### src/sv/bucket_quartile_digest_coder_macros.svh
// assertion helpers shared by the coder modules
`ifndef BUCKET_QUARTILE_DIGEST_CODER_MACROS_SVH
`define BUCKET_QUARTILE_DIGEST_CODER_MACROS_SVH

`ifndef SYNTHESIS

`define BQDC_ASSERT_ALWAYS(lbl, expr) \
  lbl: assert property (@(posedge clk) disable iff (rst) (expr)) \
    else $error("bqdc check failed");

`define BQDC_ASSERT_NEXT(lbl, ante, cons) \
  lbl: assert property (@(posedge clk) disable iff (rst) (ante) |=> (cons)) \
    else $error("bqdc check failed");

`else

`define BQDC_ASSERT_ALWAYS(lbl, expr)

`define BQDC_ASSERT_NEXT(lbl, ante, cons)

`endif

`endif

### src/sv/bqdc_pkg.sv
package bqdc_pkg;

  localparam int BUCKET_COUNT  = 128;
  localparam int COUNT_BITS    = 24;
  localparam int GROUPS        = BUCKET_COUNT / 4;
  localparam int IDX_BITS      = $clog2(BUCKET_COUNT);
  localparam int ROW_BITS      = $clog2(GROUPS);
  localparam int ROW_WIDTH     = 4 * COUNT_BITS;
  localparam int FLUSH_BITS    = $clog2(BUCKET_COUNT + 1);
  localparam int QUO_BITS      = 7;
  localparam int NUM_BITS      = COUNT_BITS + QUO_BITS;
  localparam int STEP_BITS     = $clog2(QUO_BITS);
  localparam int RATIO_SCALE   = 100;
  localparam int TAP_LOW       = (BUCKET_COUNT / 4) - 1;
  localparam int TAP_MID       = (BUCKET_COUNT / 2) - 1;
  localparam int TAP_HIGH      = BUCKET_COUNT - (BUCKET_COUNT / 4) - 1;

  typedef struct packed {
    logic                  valid;
    logic [COUNT_BITS-1:0] value;
  } link_t;

  typedef enum logic [5:0] {
    ST_LOAD  = 6'b000001,
    ST_FLUSH = 6'b000010,
    ST_DIV   = 6'b000100,
    ST_RD    = 6'b001000,
    ST_CAP   = 6'b010000,
    ST_OUT   = 6'b100000
  } state_t;

endpackage

### src/sv/bqdc_cell.sv
module bqdc_cell
  import bqdc_pkg::*;
(
  input  logic                  clk,
  input  logic                  rst,
  input  logic                  clear,
  input  link_t                 link_in,
  output link_t                 link_out,
  output logic [COUNT_BITS-1:0] held
);

  logic held_valid;

  // keep the smaller value, pass the larger one on
  always_ff @(posedge clk) begin
    if (rst || clear) begin
      held_valid     <= 1'b0;
      link_out.valid <= 1'b0;
    end else if (link_in.valid) begin
      if (!held_valid) begin
        held_valid     <= 1'b1;
        held           <= link_in.value;
        link_out.valid <= 1'b0;
      end else if (link_in.value < held) begin
        held           <= link_in.value;
        link_out.value <= held;
        link_out.valid <= 1'b1;
      end else begin
        link_out.value <= link_in.value;
        link_out.valid <= 1'b1;
      end
    end else begin
      link_out.valid <= 1'b0;
    end
  end

endmodule

### config.mk
export PLATFORM = sky130hd
export DESIGN_NAME = bqdc_cell
export DESIGN_NICKNAME = d
export VERILOG_FILES = /design/src/sv/bucket_quartile_digest_coder_macros.svh /design/src/sv/bqdc_pkg.sv /design/src/sv/bqdc_cell.sv
export SDC_FILE = /design/constraint.sdc
export NUM_CORES = 1
export LEC_CHECK = 0
export ABC_AREA = 1
export BUFFER_PORTS_ARGS = -buffer_cell sky130_fd_sc_hd__buf_2
export CELL_PAD_IN_SITES_DETAIL_PLACEMENT = 1
export CELL_PAD_IN_SITES_GLOBAL_PLACEMENT = 1
export CORE_ASPECT_RATIO = 1.25
export CORE_UTILIZATION = 39
export DETAILED_ROUTE_END_ITERATION = 12
export PLACE_DENSITY = 0.77
export SYNTH_ARGS = -nofsm -noshare
export SYNTH_HDL_FRONTEND = slang
export SYNTH_SLANG_ARGS = --single-unit
### constraint.sdc
create_clock -name clk -period 3.3 [get_ports clk]
set_input_delay 0.165 -clock clk [delete_from_list [all_inputs] [get_ports clk]]
set_output_delay 0.165 -clock clk [all_outputs]
set_load 0.01 [all_outputs]
==> flow_metrics.env <==
export IMPL_status="finished, final reports clean"
export IMPL_final_common_cell="nand2_1"
export IMPL_dr_pass1_iters=4
export IMPL_synth_edf_count=48
export IMPL_hpwlAfterDp_mm=4.23
export IMPL_antenna_left=0
export IMPL_clk_pin_slew_ps=100
export IMPL_cts_root_buf="clkbuf_8"
export IMPL_cts_buffers=5
export IMPL_hold_buffers=0
export IMPL_setup_viol=0
export IMPL_synthCells=251
export IMPL_die_area_mm2=0.00686
export IMPL_start_util_pct=40.8
export IMPL_r2r_worst_path_cells=12
export IMPL_grt_pass1_vias=2105
export IMPL_clock_path_buffers=2
export IMPL_vias=1994
export IMPL_finClkSkew_ps=9.25
export IMPL_critical_path_top_delay_family="simple AND/OR/NAND/NOR gates"
export IMPL_p_switching_uw=319
export IMPL_crit_slowest_cell="edfxtp_1"
export IMPL_clock_latency_ps=310
export IMPL_vias_per_cell=4.76
export IMPL_critPathArrivalTime_ps=2270
export IMPL_synth_seq_cells=50
export IMPL_synthArstFlopShare_pct=0
export IMPL_seqPwrFrac_pct=54.6
export IMPL_yosys_most_used_dff="edfxtp_1"
export IMPL_cts_htree_levels=2
export IMPL_drt_iter0_drc=47
export IMPL_row_count=32
export IMPL_fin_area_mm2=0.00314
export IMPL_port_buffers=76
export IMPL_cpPeakStageDelay_ps=440
export IMPL_fin_hold_ws_ps=58.4
export IMPL_crit_cells=12
export IMPL_rsz0062_at_grt="false"
export IMPL_rrSetupSlack_ps=1030
export IMPL_max_cap_violations=0
export IMPL_slew_headroom_pct=60.0
export IMPL_power_density_mw_per_mm2=421
export IMPL_post_cts_buffers=0
export IMPL_fillers=774
export IMPL_cell_internal_pwr_mw=1.00
export IMPL_max_freq_ghz=0.440
export IMPL_worstPathCellList="inv_1 -> ha_1 -> nand2_1 -> nor2_2 -> nand2_2 -> nor2_1 -> nand2_1 -> nand2_2 -> nor2_4 -> nand2_4 -> a21oi_2 -> buf_4"
export IMPL_dpl_cell_area_mm2=0.00303
export IMPL_ir_worst_vdd_mv=0.279
export IMPL_antenna_cells=0
export IMPL_grt_max_degree=26
export IMPL_die_y_um=92.4
export IMPL_post_cts_resized=0
export IMPL_die_w_um=74.3
export IMPL_critPathKind="flop to flop"
export IMPL_finalCritPeriodShare_pct=68.9
export IMPL_cp_required_ps=3300
export IMPL_cts_tree="done"
export IMPL_setup_tns_ps=0
export IMPL_startpoint="held[22]"
export IMPL_crit_buf_inv=2
export IMPL_setup_ws_ps=1030
export IMPL_startpoint_type="flop"
export IMPL_swShare_pct=24.2
export IMPL_grt_pass1_wl_mm=9.72
export IMPL_slew_violations=0
export IMPL_p_clk_share_pct=33.4
export IMPL_report_final_hold_viol_count=0
export IMPL_min_path_type="primary input to flop"
export IMPL_place_worst_setup_slack_ps=1020
export IMPL_synth_distinct_cells=20
export IMPL_r2r_start="held[22]"
export IMPL_drc=0
export IMPL_yosysWarnings=0
export IMPL_antenna_found_initial=0
export IMPL_r2r_end="held[9]"
export IMPL_syn_to_final_growth_pct=23.2
export IMPL_grt_usage_pct=18.9
export IMPL_avgSynthCellArea_um2=10.1
export IMPL_grt_ovfl_total=0
export IMPL_worst_pin_slew_ps=600
export IMPL_layout_common_cells="nand2_1 (86), buf_2 (76), edfxtp_1 (48), inv_1 (37), nand3_1 (26)"
export IMPL_io_pins=77
export IMPL_yosysSeqAreaShare_pct=58.2
export IMPL_num_nets_final=384
export IMPL_p_comb_share_pct=12.0
export IMPL_crit_fanout=25
export IMPL_core_mm2=0.00625
export IMPL_p_leak_nw=1.56
export IMPL_drive_gt1_share_pct=29.6
export IMPL_syn_nets=302
export IMPL_worstSetupEndpointType="flop"
export IMPL_gp_congestion=0.754
export IMPL_min_period_ps=2270
export IMPL_totalPowerFinal_mw=1.32
export IMPL_wire_per_inst_um=14.0
export IMPL_syn_cell_area_mm2=0.00255
export IMPL_clkSinkCount=50
export IMPL_drt_wl_total_mm=5.86
export IMPL_crit_end="held[9]"
-- metrics by stage --
stage / utilization (%) / cells
final: 50.3 / 419
after detailed placement: 48.5 / 411
after global routing: 50.3 / 419
after global placement: 48.5 / 411
after CTS: 50.3 / 419
after floorplan: - / 251
-- cells in the mapped netlist, types with 2 or more instances --
master	number	share of area (%)
nand2_1	86	13
edfxtp_1	48	57
inv_1	37	5.5
nand3_1	26	5.1
ha_1	23	11
nor2_1	7	1.0
a21oi_1	5	0.98
nand2_2	3	0.74
buf_2	2	0.39
buf_4	2	0.59
buf_6	2	0.88
dfxtp_1	2	1.6
-- cell families after synthesis --
| group | synth area share, % |
|---|---|
| flip-flops | 58.2 |
| adder cells (fa/ha/maj) | 11.3 |
| AO/OA/AOI/OAI | 1.33 |
| buffers and inverters | 7.32 |
| AND/OR/NAND/NOR | 21.9 |
-- power groups by stage --
stage	combinational [mW]	clock (mW)	sequential, mW
6_report	0.158	0.440	0.721
5_1_grt	0.185	0.459	0.723
4_1_cts	0.162	0.448	0.721
3_5_place_dp	0.160	0	0.736
3_3_place_gp	0.153	0	0.735
2_1_floorplan	0.0949	0	0.741
-- routing by layer --
metal / global-route usage [%] / vias up / share of wire (%)
met1: 22.1 / 950 / 41
li1: - / 984 / -
met3: 3.81 / 8 / 4.5
met4: 5.19 / 0 / 1.0
met2: 34.2 / 52 / 53
met5: 0 / - / 0
-- area by class of cell --
cell class,count,area (um^2),area share [%]
Clock buffer,5,68.8,2.19
Clock inverter,3,43.8,1.39
Inverter,37,139,4.42
Multi-Input combinational cell,158,882,28.1
Sequential cell,50,1480,47.2
Tap cell,85,106,3.39
Timing Repair Buffer,81,418,13.3
-- sequential cells by signal, summed over array words and instances (netlist names) --
| register | flops |
|---|---|
| held | 24 |
| held_valid | 1 |
| link_out | 25 |
-- worst min path at each step --
stage	cells past startpoint	endpoint	startpoint	slack (ps)
CTS	1	held[3]	link_in[3]	60
global placement	1	held[0]	link_in[0]	380
floorplan	0	held[0]	link_in[0]	260
detailed placement	1	held[7]	link_in[7]	380
finish	1	held[3]	link_in[3]	60
global route	1	held[3]	link_in[3]	60
(Power assumes the default switching activity.)
