$ cat src/sv/bucket_quartile_digest_coder_macros.svh
// assertion helpers shared by the coder modules
`ifndef BUCKET_QUARTILE_DIGEST_CODER_MACROS_SVH
`define BUCKET_QUARTILE_DIGEST_CODER_MACROS_SVH

`ifndef SYNTHESIS

`define BQDC_ASSERT_ALWAYS(lbl, expr) \
  lbl: assert property (@(posedge clk) disable iff (rst) (expr)) \
    else $error("bqdc check failed");

`define BQDC_ASSERT_NEXT(lbl, ante, cons) \
  lbl: assert property (@(posedge clk) disable iff (rst) (ante) |=> (cons)) \
    else $error("bqdc check failed");

`else

`define BQDC_ASSERT_ALWAYS(lbl, expr)

`define BQDC_ASSERT_NEXT(lbl, ante, cons)

`endif

`endif

$ cat src/sv/bqdc_pkg.sv
package bqdc_pkg;

  localparam int BUCKET_COUNT  = 128;
  localparam int COUNT_BITS    = 24;
  localparam int GROUPS        = BUCKET_COUNT / 4;
  localparam int IDX_BITS      = $clog2(BUCKET_COUNT);
  localparam int ROW_BITS      = $clog2(GROUPS);
  localparam int ROW_WIDTH     = 4 * COUNT_BITS;
  localparam int FLUSH_BITS    = $clog2(BUCKET_COUNT + 1);
  localparam int QUO_BITS      = 7;
  localparam int NUM_BITS      = COUNT_BITS + QUO_BITS;
  localparam int STEP_BITS     = $clog2(QUO_BITS);
  localparam int RATIO_SCALE   = 100;
  localparam int TAP_LOW       = (BUCKET_COUNT / 4) - 1;
  localparam int TAP_MID       = (BUCKET_COUNT / 2) - 1;
  localparam int TAP_HIGH      = BUCKET_COUNT - (BUCKET_COUNT / 4) - 1;

  typedef struct packed {
    logic                  valid;
    logic [COUNT_BITS-1:0] value;
  } link_t;

  typedef enum logic [5:0] {
    ST_LOAD  = 6'b000001,
    ST_FLUSH = 6'b000010,
    ST_DIV   = 6'b000100,
    ST_RD    = 6'b001000,
    ST_CAP   = 6'b010000,
    ST_OUT   = 6'b100000
  } state_t;

endpackage

$ cat src/sv/bqdc_div.sv
`include "bucket_quartile_digest_coder_macros.svh"

module bqdc_div
  import bqdc_pkg::*;
(
  input  logic                  clk,
  input  logic                  rst,
  input  logic                  start,
  input  logic [COUNT_BITS-1:0] num_a,
  input  logic [COUNT_BITS-1:0] num_b,
  input  logic [COUNT_BITS-1:0] den,
  output logic                  done,
  output logic [7:0]            ratio
);

  logic                 busy;
  logic [STEP_BITS-1:0] step;
  logic [NUM_BITS-1:0]  rem_a;
  logic [NUM_BITS-1:0]  rem_b;
  logic [NUM_BITS-1:0]  dsh;
  logic [QUO_BITS-1:0]  quo_a;
  logic [QUO_BITS-1:0]  quo_b;

  // restoring division, one quotient bit per cycle for both ratios
  always_ff @(posedge clk) begin
    if (rst) begin
      busy <= 1'b0;
      done <= 1'b0;
    end else begin
      done <= 1'b0;
      if (start) begin
        busy  <= 1'b1;
        step  <= STEP_BITS'(QUO_BITS - 1);
        rem_a <= NUM_BITS'(num_a) * NUM_BITS'(RATIO_SCALE);
        rem_b <= NUM_BITS'(num_b) * NUM_BITS'(RATIO_SCALE);
        dsh   <= NUM_BITS'(den) << (QUO_BITS - 1);
        quo_a <= '0;
        quo_b <= '0;
      end else if (busy) begin
        if (rem_a >= dsh) begin
          rem_a <= rem_a - dsh;
          quo_a <= {quo_a[QUO_BITS-2:0], 1'b1};
        end else begin
          quo_a <= {quo_a[QUO_BITS-2:0], 1'b0};
        end
        if (rem_b >= dsh) begin
          rem_b <= rem_b - dsh;
          quo_b <= {quo_b[QUO_BITS-2:0], 1'b1};
        end else begin
          quo_b <= {quo_b[QUO_BITS-2:0], 1'b0};
        end
        dsh  <= dsh >> 1;
        step <= step - 1'b1;
        if (step == '0) begin
          busy <= 1'b0;
          done <= 1'b1;
        end
      end
    end
  end

  assign ratio = {quo_a[3:0], quo_b[3:0]};

  // quartiles are ordered, so both quotients stay within the scale
  `BQDC_ASSERT_ALWAYS(div_range, !done || (quo_a <= QUO_BITS'(RATIO_SCALE) && quo_b <= QUO_BITS'(RATIO_SCALE)))
  `BQDC_ASSERT_NEXT(div_start_idle, start, busy)
  `BQDC_ASSERT_ALWAYS(div_no_overlap, !(start && busy))

endmodule

$ cat config.mk
export PLATFORM = sky130hd
export DESIGN_NAME = bqdc_div
export DESIGN_NICKNAME = d
export VERILOG_FILES = /design/src/sv/bqdc_pkg.sv /design/src/sv/bqdc_div.sv
export VERILOG_INCLUDE_DIRS = /design/src /design/src/sv
export SDC_FILE = /design/constraint.sdc
export NUM_CORES = 1
export LEC_CHECK = 0
export BUFFER_PORTS_ARGS = -buffer_cell sky130_fd_sc_hd__clkbuf_2
export CORE_ASPECT_RATIO = 0.5
export CORE_MARGIN = 2
export CORE_UTILIZATION = 50
export CTS_CLUSTER_SIZE = 10
export DETAILED_ROUTE_END_ITERATION = 6
export GPL_TIMING_DRIVEN = 0
export PLACE_DENSITY = 0.79
export REMOVE_ABC_BUFFERS = 1
export SYNTH_ARGS = -nofsm -noshare
export SYNTH_HDL_FRONTEND = slang
export SYNTH_SLANG_ARGS = --single-unit
$ cat constraint.sdc
create_clock -name clk -period 8.5 [get_ports clk]
set_clock_uncertainty 0.15 [all_clocks]
set_input_delay 0.85 -clock clk [delete_from_list [all_inputs] [get_ports clk]]
set_output_delay 0.85 -clock clk [all_outputs]
set_load 0.1 [all_outputs]
==> impl_metrics.json <==
{
  "criticalPathCategory": "in2reg",
  "root_buffer": "clkbuf_16",
  "cp-start-kind": "input port",
  "numPortBuffers": 83,
  "grt_antenna_before_repair": 2,
  "fin_total_pwr_uw": 2723,
  "setup_viol": 0,
  "seq_area_frac_synth_pct": 24.52,
  "die-area_mm2": 0.02692,
  "syn_inst": 1490,
  "period_minus_slack_ps": 4681,
  "fin_ws_ps": 3819,
  "io-pin-count": 84,
  "drc_errors": 0,
  "vias": 10740,
  "clkSinkCount": 105,
  "synth-seq-cells": 105,
  "holdWs_ps": 327.8,
  "drv_slew": 0,
  "routed_via_density": 5.659,
  "grt_pass1_vias": 9747,
  "layout-drive-gt1-share_pct": 8.897,
  "hold_violations": 0,
  "grt_pass1_wl_mm": 48.52,
  "die_y_um": 117.0,
  "cts_inserted_buffers": 9,
  "min_from": "busy$_SDFF_PP0_",
  "globalplace.congestion": 0.9537,
  "layout.nets": 1875,
  "rr_startpoint": "dsh[9]$_DFFE_PP_",
  "critPathArrivalTime_ps": 4620,
  "ant_nets": 0,
  "avgSynthCellArea_um2": 8.574,
  "hold_path.class": "reg2reg",
  "wire_per_inst_um": 15.90,
  "dp_slack_ps": 3537,
  "p_leak_uw": 0.006748,
  "postCtsResizedCells": 0,
  "cts_buffer_depth": 2,
  "hold_buffers": 0,
  "power.density_mw_per_mm2": 196.6,
  "core_mm2": 0.02514,
  "cp-end-kind": "flop",
  "rsz0062_at_grt": "false",
  "crit_fanout": 5,
  "fin_setup_tns_ps": 0,
  "dr.first_iter.drc_count": 1024,
  "clock_latency_ps": 360,
  "ys_async_sr_fraction_pct": 0,
  "yosysWarnings": 0,
  "grt_max_degree": 92,
  "max_slew.worst_pin.slew_ps": 1042,
  "ys_types": 75,
  "htree_levels": 3,
  "worstPathRequired_ps": 8440,
  "slew_headroom_pct": 30.31,
  "peakVddDrop_uv": 116.3,
  "startpoint": "num_a[2]",
  "synth_edf_count": 103,
  "grt-ovfl-total": 0,
  "routed_wl_mm": 30.17,
  "layout_common_cells": "236 x inv_1, 214 x ha_1, 117 x nand2_1",
  "grt_use_total_pct": 22.44,
  "max_freq_mhz": 213.6,
  "period_share_pct": 55.07,
  "drv_cap": 0,
  "rows": 41,
  "status": "finished, final reports clean",
  "dp_hpwl_mm": 24.44,
  "syn_to_final_growth_pct": 8.393,
  "postCtsSetupRepairBufs": 0,
  "synth.largest_area_cell": "edfxtp_1",
  "clkSlewWorstSetupHoldPaths_ps": 70,
  "ys_top_cells_by_area": "edfxtp_1 24%, ha_1 21%, inv_1 7.0%, fa_1 6.3%, a21oi_1 4.6%",
  "cts_tree": "yes",
  "dr.pass1.iters": 6,
  "syn_area_mm2": 0.01278,
  "synth_ff_type": "edfxtp_1",
  "yosysTopAreaCellShare_pct": 24.21,
  "fp.dieW_um": 230.1,
  "final_common_cell": "inv_1",
  "start_util_pct": 50.83
}
layout make-up:
cell class	count	area, um^2
Antenna cell	3	7.507
Clock buffer	11	252.7
Clock inverter	5	36.28
Fill cell	2284	11290
Inverter	238	893.4
Multi-Input combinational cell	1105	8568
Sequential cell	105	3133
Tap cell	344	430.4
Timing Repair Buffer	87	526.8
power by group:
group	switching (uW)	internal [uW]	leakage [uW]	total (uW)
clock network	204	217	0.000146	421
registers	24.3	679	0.000996	703
logic	950	648	0.00560	1600
total	1180	1540	0.00675	2720
path summary, 6_finish.rpt:
path	endpoint	slack [ps]	depth (start not counted)
max	rem_a[28]$_DFFE_PP_	3820	13
max reg2reg	rem_b[24]$_DFFE_PP_	4170	10
min	done$_SDFF_PP0_	330	1
min reg2reg	done$_SDFF_PP0_	330	1
critical path: stages:
cell and delay (ps):
clkbuf_2 110, ha_1 300, ha_1 300, fa_1 450, ha_1 360, a211oi_1 320
nor2_1 150, o311ai_0 560, a21boi_0 300, o21ai_0 460, o211ai_1 190, xnor2_1 160
mux2i_1 100
flip-flops by register name, summed over array words and instances, names as in the netlist:
signal	cells
rem_b	31
busy	1
quo_a	4
step	3
dsh	30
rem_a	31
done	1
quo_b	4
cell families (layout without fill, tap and decap cells):
kind of cell	after synthesis	count (layout)	share of synthesized area [%]
AOI/OAI and AO/OA	396	396	19.78
xor gates and xnor gates	76	76	5.210
adders and majority gates	254	254	27.23
buffers and inverters	280	341	8.599
DFF	105	105	24.52
muxes	9	9	0.7345
other	0	3	0
and+or+nand+nor	370	370	13.93
synth_stat cells, types with 3 or more instances:
library cell / number
mux2i_1: 6
a21o_1: 46
a211o_1: 4
o211a_1: 3
o21a_1: 16
edfxtp_1: 103
xor2_1: 33
nor2b_1: 16
a211oi_1: 21
a21boi_0: 4
buf_1: 6
a221oi_1: 3
nor4_1: 7
inv_1: 237
fa_1: 40
o211ai_1: 10
nand3b_1: 3
xnor2_1: 43
nor2_1: 88
nor3b_1: 4
nand2_1: 117
or3_1: 6
a31o_2: 3
clkbuf_1: 32
mux2_2: 3
o21ai_0: 95
ha_1: 214
or2_2: 10
nand3_1: 25
o31a_1: 4
o22ai_1: 4
a31oi_1: 14
o221ai_1: 3
o21bai_1: 17
nand4_1: 27
a21oi_1: 117
and3_1: 15
o21ai_1: 3
and2_1: 10
nand2b_1: 9
o31ai_1: 6
nor3_1: 21
layer usage:
layer	GRT usage [%]	vias to the layer above	share of wire [%]
li1	-	5365	-
met1	33.25	5036	50
met2	34.06	306	41
met3	4.239	33	6.7
met4	4.817	0	1.8
met5	0	-	0
metrics by stage:
stage / std cells / cell area [um^2] / util [%]
floorplan: 1448 / 12570 / -
global placement: 1875 / 13420 / 53.37
detailed placement: 1879 / 13550 / 53.91
CTS: 1895 / 13840 / 55.06
global route: 1897 / 13850 / 55.08
finish: 1898 / 13850 / 55.09
(Power assumes the default switching activity.)
