--- config.mk ---
export PLATFORM = sky130hd
export DESIGN_NAME = bqdc_ram
export DESIGN_NICKNAME = d
export VERILOG_FILES = /design/src/sv/bucket_quartile_digest_coder_macros.svh /design/src/sv/bqdc_ram.sv
export SDC_FILE = /design/constraint.sdc
export NUM_CORES = 1
export LEC_CHECK = 0
export BUFFER_PORTS_ARGS = -buffer_cell sky130_fd_sc_hd__buf_2
export CORE_MARGIN = 3
export CORE_UTILIZATION = 55
export DETAILED_ROUTE_END_ITERATION = 7
export GPL_ROUTABILITY_DRIVEN = 0
export PLACE_DENSITY = 0.75
export SLEW_MARGIN = 15
export SYNTH_ARGS = -nofsm -noshare
export SYNTH_HDL_FRONTEND = slang
export SYNTH_SLANG_ARGS = --single-unit
--- constraint.sdc ---
create_clock -name clk -period 5.67 [get_ports clk]
set_input_delay 1.134 -clock clk [delete_from_list [all_inputs] [get_ports clk]]
set_output_delay 1.134 -clock clk [all_outputs]
set_load 0.02 [all_outputs]
--- src/sv/bucket_quartile_digest_coder_macros.svh ---
// assertion helpers shared by the coder modules
`ifndef BUCKET_QUARTILE_DIGEST_CODER_MACROS_SVH
`define BUCKET_QUARTILE_DIGEST_CODER_MACROS_SVH

`ifndef SYNTHESIS

`define BQDC_ASSERT_ALWAYS(lbl, expr) \
  lbl: assert property (@(posedge clk) disable iff (rst) (expr)) \
    else $error("bqdc check failed");

`define BQDC_ASSERT_NEXT(lbl, ante, cons) \
  lbl: assert property (@(posedge clk) disable iff (rst) (ante) |=> (cons)) \
    else $error("bqdc check failed");

`else

`define BQDC_ASSERT_ALWAYS(lbl, expr)

`define BQDC_ASSERT_NEXT(lbl, ante, cons)

`endif

`endif

--- src/sv/bqdc_ram.sv ---
module bqdc_ram #(
  parameter int WIDTH = 8,
  parameter int DEPTH = 16
) (
  input  logic                     clk,
  input  logic                     we,
  input  logic [$clog2(DEPTH)-1:0] waddr,
  input  logic [WIDTH-1:0]         wdata,
  input  logic [$clog2(DEPTH)-1:0] raddr,
  output logic [WIDTH-1:0]         rdata
);

  logic [WIDTH-1:0] mem [0:DEPTH-1];

  always_ff @(posedge clk) begin
    if (we) begin
      mem[waddr] <= wdata;
    end
    rdata <= mem[raddr];
  end

endmodule

==> impl_metrics.csv, run 1 <==
group,metric,value,unit
outcome,status,"completed",
worst_setup_path,end_kind,"flip-flop",
route,drc,0,
sta,hold_violations,0,
global_route,grt_util_all_layers,0.2062,
route,num_vias,2395,
layout,fillers,535,
sta,tightest_slew,1.061,ns
sta,rsz0062_at_grt,"no",
route,wl_per_cell,24.83,um
floorplan,die-area,10560,um2
power,clkPwrFrac,0.488,
layout,fin_util,0.6738,
logic_synthesis,synth_edf_count,128,
global_route,grt_pass1_wl,14720,um
route,dr.first_iter.drc_count,284,
sta,min_period,2.639,ns
clock_tree,h-tree-depth,4,
logic_synthesis,synthTopCellsByCount,"edfxtp_1 (128), mux4_2 (18), a22oi_1 (16)",
sta,final-max-slew-violation-count,0,
power,power.switching,454.6,uW
logic_synthesis,syn-cell-area,5147,um2
worst_setup_path,max_stage_delay,0.79,ns
clock_tree,path_clk_slew,0.06,ns
logic_synthesis,synthMostInstantiatedCell,"edfxtp_1",
clock_tree,cts_root_buf,"clkbuf_8",
global_route,grt_pass1_vias,2403,
logic_synthesis,synth-seq-cells,136,
power,p_int,1962,uW
job,maxCapViolCount,0,
layout,fin_nets,282,
clock_tree,cts_tree,"yes",
worst_setup_path,cp_data_arrival_time,3.02,ns
clock_tree,cts_hold_buf,0,
layout,antenna_cells,0,
global_route,grt_overflow,0,
logic_synthesis,yosysWarnings,0,
logic_synthesis,async_flop_share,0,
clock_tree,clockBufferDepth,2,
route,routed_wl,9559,um
hold_path,hold_class,"flip-flop to flip-flop",
global_route,grt_max_degree,33,
worst_setup_path,cp_max_fo,32,
placed_design,port_buffers,25,
clock_tree,clk-insertion-delay-late,0.51,ns
route,drtPass1Iterations,4,
sta,finalCritPeriodShare,0.4653,
power,power_density,403.5,nW/um2
logic_synthesis,syn-num-nets,247,
floorplan,core_area,8891,um2
logic_synthesis,avgSynthCellArea,22.48,um2
clock_tree,clkSinkCount,136,
clock_tree,cts-resized-gates,0,
logic_synthesis,synth_top_area_cell,"edfxtp_1",
power,total_leakage_power,0.002010,uW
layout,layout-drive-gt1-share,0.2744,
worst_setup_path,cp_slowest_cell,"buf_2",
power,power_switching_share,0.1881,
clock_tree,numCtsBuffers,17,
sta,max-slew-margin-rel,0.2928,
route,final_antenna_net_count,0,
floorplan,ioPinCount,26,
logic_synthesis,yosysSeqAreaShare,0.7778,
worst_setup_path,worstPathCellList,"buf_2 > mux4_1 > a22oi_1 > nand2_1",
logic_synthesis,synth_flop_cell,"edfxtp_1",
sta,fin_skew,0.008057,ns
global_route,antenna_found_initial,0,
logic_synthesis,netlist_instances,229,
worst_setup_path,critical_path_class,"input pin to flip-flop",
floorplan,die-height,102.7,um
power,ir_drop,0.2279,mV
sta,setup_viol,0,
sta,fmax,379.0,MHz
floorplan,rows,34,
placed_design,hpwl,5793,um
sta,setup_tns,0,ns
power,power_frac_seq,0.468,
floorplan,start_util,0.5789,
route,vias_per_cell,6.221,
layout,area_delta_synth_final,16.38,%
clock_tree,cts_setup_buffers,0,
floorplan,die_w,102.7,um
logic_synthesis,synth_area_leaders,"edfxtp_1 (75%), mux4_2 (7.9%), mux4_1 (7.1%), dfxtp_1 (3.1%), a22oi_1 (2.3%)",
power,power.share.combinational,0.043,
worst_setup_path,cp-start-kind,"input pin",
worst_setup_path,crit_required,6.05,ns
logic_synthesis,synth_top_area_frac,0.7467,
logic_synthesis,ys_types,19,
cell type report:
type | count | area, um2 | area share
timing repair buffer | 26 | 132.6 | 0.02214
clock buffer | 18 | 417.9 | 0.06976
tap | 108 | 135.1 | 0.02256
sequential | 136 | 4004 | 0.6683
multi-input combinational | 83 | 1072 | 0.1790
clock inverter | 14 | 229.0 | 0.03822
final timing paths:
kind                                  from       end  slack [ns]  depth (start not counted)
worst max-delay path              raddr[0]  rdata[4]        3.03                          4
worst min-delay path            mem[12][2]  rdata[2]        0.67                          3
worst max register to register   mem[9][4]  rdata[4]        4.26                          3
worst min register to register  mem[12][2]  rdata[2]        0.67                          3
sequential cells by signal (all words and copies together), names as in the netlist:
name / count
mem: 128
rdata: 8
per-layer routing:
layer / vias up / global-route usage / share of wire
met4: 0 / 0.07171 / 0.012
met5: - / 0 / 0
met3: 12 / 0.06766 / 0.047
li1: 1046 / - / -
met2: 80 / 0.3049 / 0.49
met1: 1257 / 0.2952 / 0.45
power by group through the flow:
stage               Sequential [uW]  Combinational [uW]  Clock, uW
finish                         1130                 105       1180
CTS                            1130                 106       1200
global route                   1130                 114       1250
detailed placement             1150                 105          0
floorplan                      1160                57.1          0
global placement               1150                 102          0
layout by cell type (no fill, tap or decap):
master,count
clkinvlp_4,2
clkinv_4,2
and2_1,1
mux4_2,18
nand3_1,1
a22oi_1,16
dfxtp_1,8
clkbuf_8,1
nand2_1,9
buf_2,25
nor2b_1,1
buf_4,1
clkinv_2,1
or3b_2,1
nand2b_1,2
clkbuf_16,16
mux4_1,14
nand3b_1,2
clkbuf_1,1
nor2_1,13
and2b_1,1
nor3_1,1
nor3_2,3
bufinv_16,6
clkinv_1,3
edfxtp_1,128
stage by stage:
step | area [um2] | power, uW | worst slack (ns) | std cells | hold WS [ns]
4_1_cts | 5991 | 2441 | 3.030 | 385 | 0.6741
3_5_place_dp | 5344 | 1258 | 2.490 | 353 | 0.6573
2_1_floorplan | 5147 | 1215 | 3.043 | 229 | 0.6293
5_1_grt | 5991 | 2494 | 2.934 | 385 | 0.7096
6_report | 5991 | 2417 | 3.031 | 385 | 0.6729
3_3_place_gp | 5339 | 1254 | 2.535 | 353 | 0.6524
cells by family (layout without fill, tap and decap cells):
family | Yosys count | after routing | share of synthesized area
and+or+nand+nor | 35 | 35 | 0.03184
buffers and inverters | 10 | 58 | 0.01677
muxes | 32 | 32 | 0.1502
DFF | 136 | 136 | 0.7778
AOI/OAI and AO/OA | 16 | 16 | 0.02334
critical path: cells and delay by family:
family / cells / cell delay [ns]
mux: 1 / 0.66
buf+inv: 1 / 0.79
simple gates: 1 / 0.10
compound gates: 1 / 0.32
No activity file was read; power rests on OpenSTA's default activity.
==> run 2: changes to the inputs <==
--- a/config.mk
+++ b/config.mk
@@ -7,10 +7,10 @@
 export LEC_CHECK = 0
 export BUFFER_PORTS_ARGS = -buffer_cell sky130_fd_sc_hd__buf_2
 export CORE_MARGIN = 3
-export CORE_UTILIZATION = 55
+export CORE_UTILIZATION = 54
 export DETAILED_ROUTE_END_ITERATION = 7
 export GPL_ROUTABILITY_DRIVEN = 0
-export PLACE_DENSITY = 0.75
+export PLACE_DENSITY = 0.76
 export SLEW_MARGIN = 15
 export SYNTH_ARGS = -nofsm -noshare
 export SYNTH_HDL_FRONTEND = slang
==> constraint.sdc (replaced) <==
create_clock -name clk -period 2.25 [get_ports clk]
set_input_delay 0.45 -clock clk [delete_from_list [all_inputs] [get_ports clk]]
set_output_delay 0.45 -clock clk [all_outputs]
set_load 0.02 [all_outputs]
==> run 2 against run 1 <==
  * Clock-buffer cell count down 1
  * Non-clock buffer count up 21
  * Sequential share of layout area down 0.96 points
  * Via count up 3.8%
  * Worst hold slack worse by 0.36 ns
  * Cell count up 10%
==> impl_metrics.csv, run 2 (same netlist as run 1, synthesis figures left out) <==
group,metric,value,unit
worst_setup_path,worstPathCellList,"buf_2",
placed_design,hpwl,6072,um
floorplan,start_util,0.5735,
route,num_vias,2487,
sta,fmax,676.0,MHz
layout,largest_reg_flops,128,
floorplan,die-height,103.6,um
clock_tree,path_clk_slew,0.06,ns
layout,reg.largest.list,"mem: 128 flops, rdata: 8 flops",
hold_path,hold_class,"input pin to flip-flop",
layout,fin_nets,303,
floorplan,die-area,10740,um2
clock_tree,cts_root_buf,"clkbuf_8",
power,total_leakage_power,0.002074,uW
sta,fin_skew,0.007995,ns
worst_setup_path,r2r_setup_slack,0.86,ns
clock_tree,numCtsBuffers,17,
sta,finalCritPeriodShare,0.6575,
global_route,grt.met2_usage,0.3131,
floorplan,ioPinCount,26,
worst_setup_path,cp_data_arrival_time,1.03,ns
sta,setup_viol,0,
power,power_density,930.1,nW/um2
layout,area_delta_synth_final,18.08,%
sta,rsz0062_at_grt,"no",
global_route,top_usage_layer,"met2",
layout,antenna_cells,0,
clock_tree,clk-insertion-delay-late,0.51,ns
global_route,grt_pass1_vias,2546,
worst_setup_path,max_stage_delay,0.35,ns
sta,layout_setup_ws,0.7706,ns
route,wl_per_cell,23.23,um
worst_setup_path,cp-endpoint,"rdata[3]",
worst_setup_path,end_kind,"output port",
clock_tree,cts_setup_buffers,0,
sta,final-max-slew-violation-count,0,
layout,final_cell_mix,"edfxtp_1 (128), buf_2 (25), buf_4 (21), mux4_2 (18)",
worst_setup_path,reg2reg_depth,3,
clock_tree,clkSinkCount,136,
layout,fin_area,6078,um2
layout,fin_util,0.6772,
route,dr.first_iter.drc_count,215,
sta,hold_violations,0,
global_route,grt_max_degree,33,
global_route,grtUsageMet3,0.04353,
hold_path,hold_start,"wdata[1]",
layout,instances_no_fill,424,
clock_tree,cts_hold_buf,0,
route,routed_wl,9851,um
placed_design,dp_cells,392,
layout,final_common_cell,"edfxtp_1",
global_route,antenna_found_initial,0,
clock_tree,cts_tree,"yes",
worst_setup_path,cp_slowest_cell,"dfxtp_1",
worst_setup_path,cp-startpoint,"rdata[3]",
sta,min_period,1.479,ns
sta,tightest_slew,0.4169,ns
placed_design,dp_worst_setup_slack,0.3259,ns
global_route,grt_pass1_wl,15300,um
clock_tree,clockBufferDepth,2,
route,final_antenna_net_count,0,
worst_setup_path,crit_required,1.80,ns
worst_setup_path,cp-start-kind,"flip-flop",
route,vias_per_cell,5.866,
worst_setup_path,critical_path_class,"flip-flop to output port",
placed_design,dpl_cell_area,5522,um2
worst_setup_path,critical_path_buf_inv_count,1,
layout,regMostFlops,"mem",
route,drc,0,
worst_setup_path,cp.depth,1,
job,maxCapViolCount,0,
floorplan,rows,34,
floorplan,die_w,103.6,um
clock_tree,h-tree-depth,4,
placed_design,port_buffers,25,
worst_setup_path,reg2reg_to,"rdata[4]",
sta,setup_tns,0,ns
power,ir_drop,0.5244,mV
worst_setup_path,critPathTopFamily,"flip-flops",
sta,max-slew-margin-rel,0.7221,
worst_setup_path,cp_max_fo,1,
global_route,grt_overflow,0,
layout,layout-drive-gt1-share,0.3255,
clock_tree,cts-resized-gates,0,
worst_setup_path,timing.rr.start,"mem[10][4]",
global_route,grt_util_all_layers,0.1993,
route,drtPass1Iterations,4,
outcome,status,"completed",
floorplan,core_area,8976,um2
global_route,grt.met1_usage,0.2791,
-- run 2: cell count changes in the layout (fill, tap and decap cells not counted) --
| cell | delta |
|---|---|
| clkbuf_1 | -1 |
| buf_12 | +1 |
| buf_4 | +20 |
| clkinv_4 | +2 |
| clkinv_2 | -1 |
| nor3_1 | +3 |
| bufinv_16 | -5 |
| clkinvlp_4 | +2 |
| nor3_2 | -3 |
| clkinv_1 | -2 |
| inv_6 | +5 |
-- run 2: worst min path at each step --
| stage | end | slack (ns) | cells past startpoint |
|---|---|---|---|
| after CTS | mem[12][3] | 0.30 | 1 |
| after detailed placement | rdata[3] | 0.66 | 3 |
| after global placement | rdata[2] | 0.65 | 3 |
| final | mem[13][1] | 0.31 | 1 |
| after floorplan | mem[0][0] | 0.55 | 0 |
| after global routing | mem[12][3] | 0.31 | 1 |
-- run 2: where the power goes --
part	internal (uW)	leakage, uW	switching, uW
clock	1480	0.000260	1040
combinational	115	0.000591	166
sequential	2830	0.00122	18.7
total	4430	0.00207	1230
-- run 2: layer usage --
| metal | wire length, um | up-vias |
|---|---|---|
| met4 | 119 | 0 |
| met2 | 4891 | 109 |
| li1 | - | 1093 |
| met1 | 4102 | 1271 |
| met3 | 738 | 14 |
| met5 | 0 | - |
-- run 2: area by class of cell --
class	count	area, um2
clock buffer	17	414.1
clock inverter	15	142.6
fill	552	2898
multi-input combinational	83	1057
sequential	136	4004
tap	126	157.7
timing repair buffer	47	302.8
-- run 2: stage by stage --
stage	total power, uW	hold slack [ns]
after floorplan	3062	0.5489
final	5654	0.3131
after global placement	3176	0.6523
after global routing	5825	0.3149
after detailed placement	3187	0.6626
after CTS	5687	0.3041
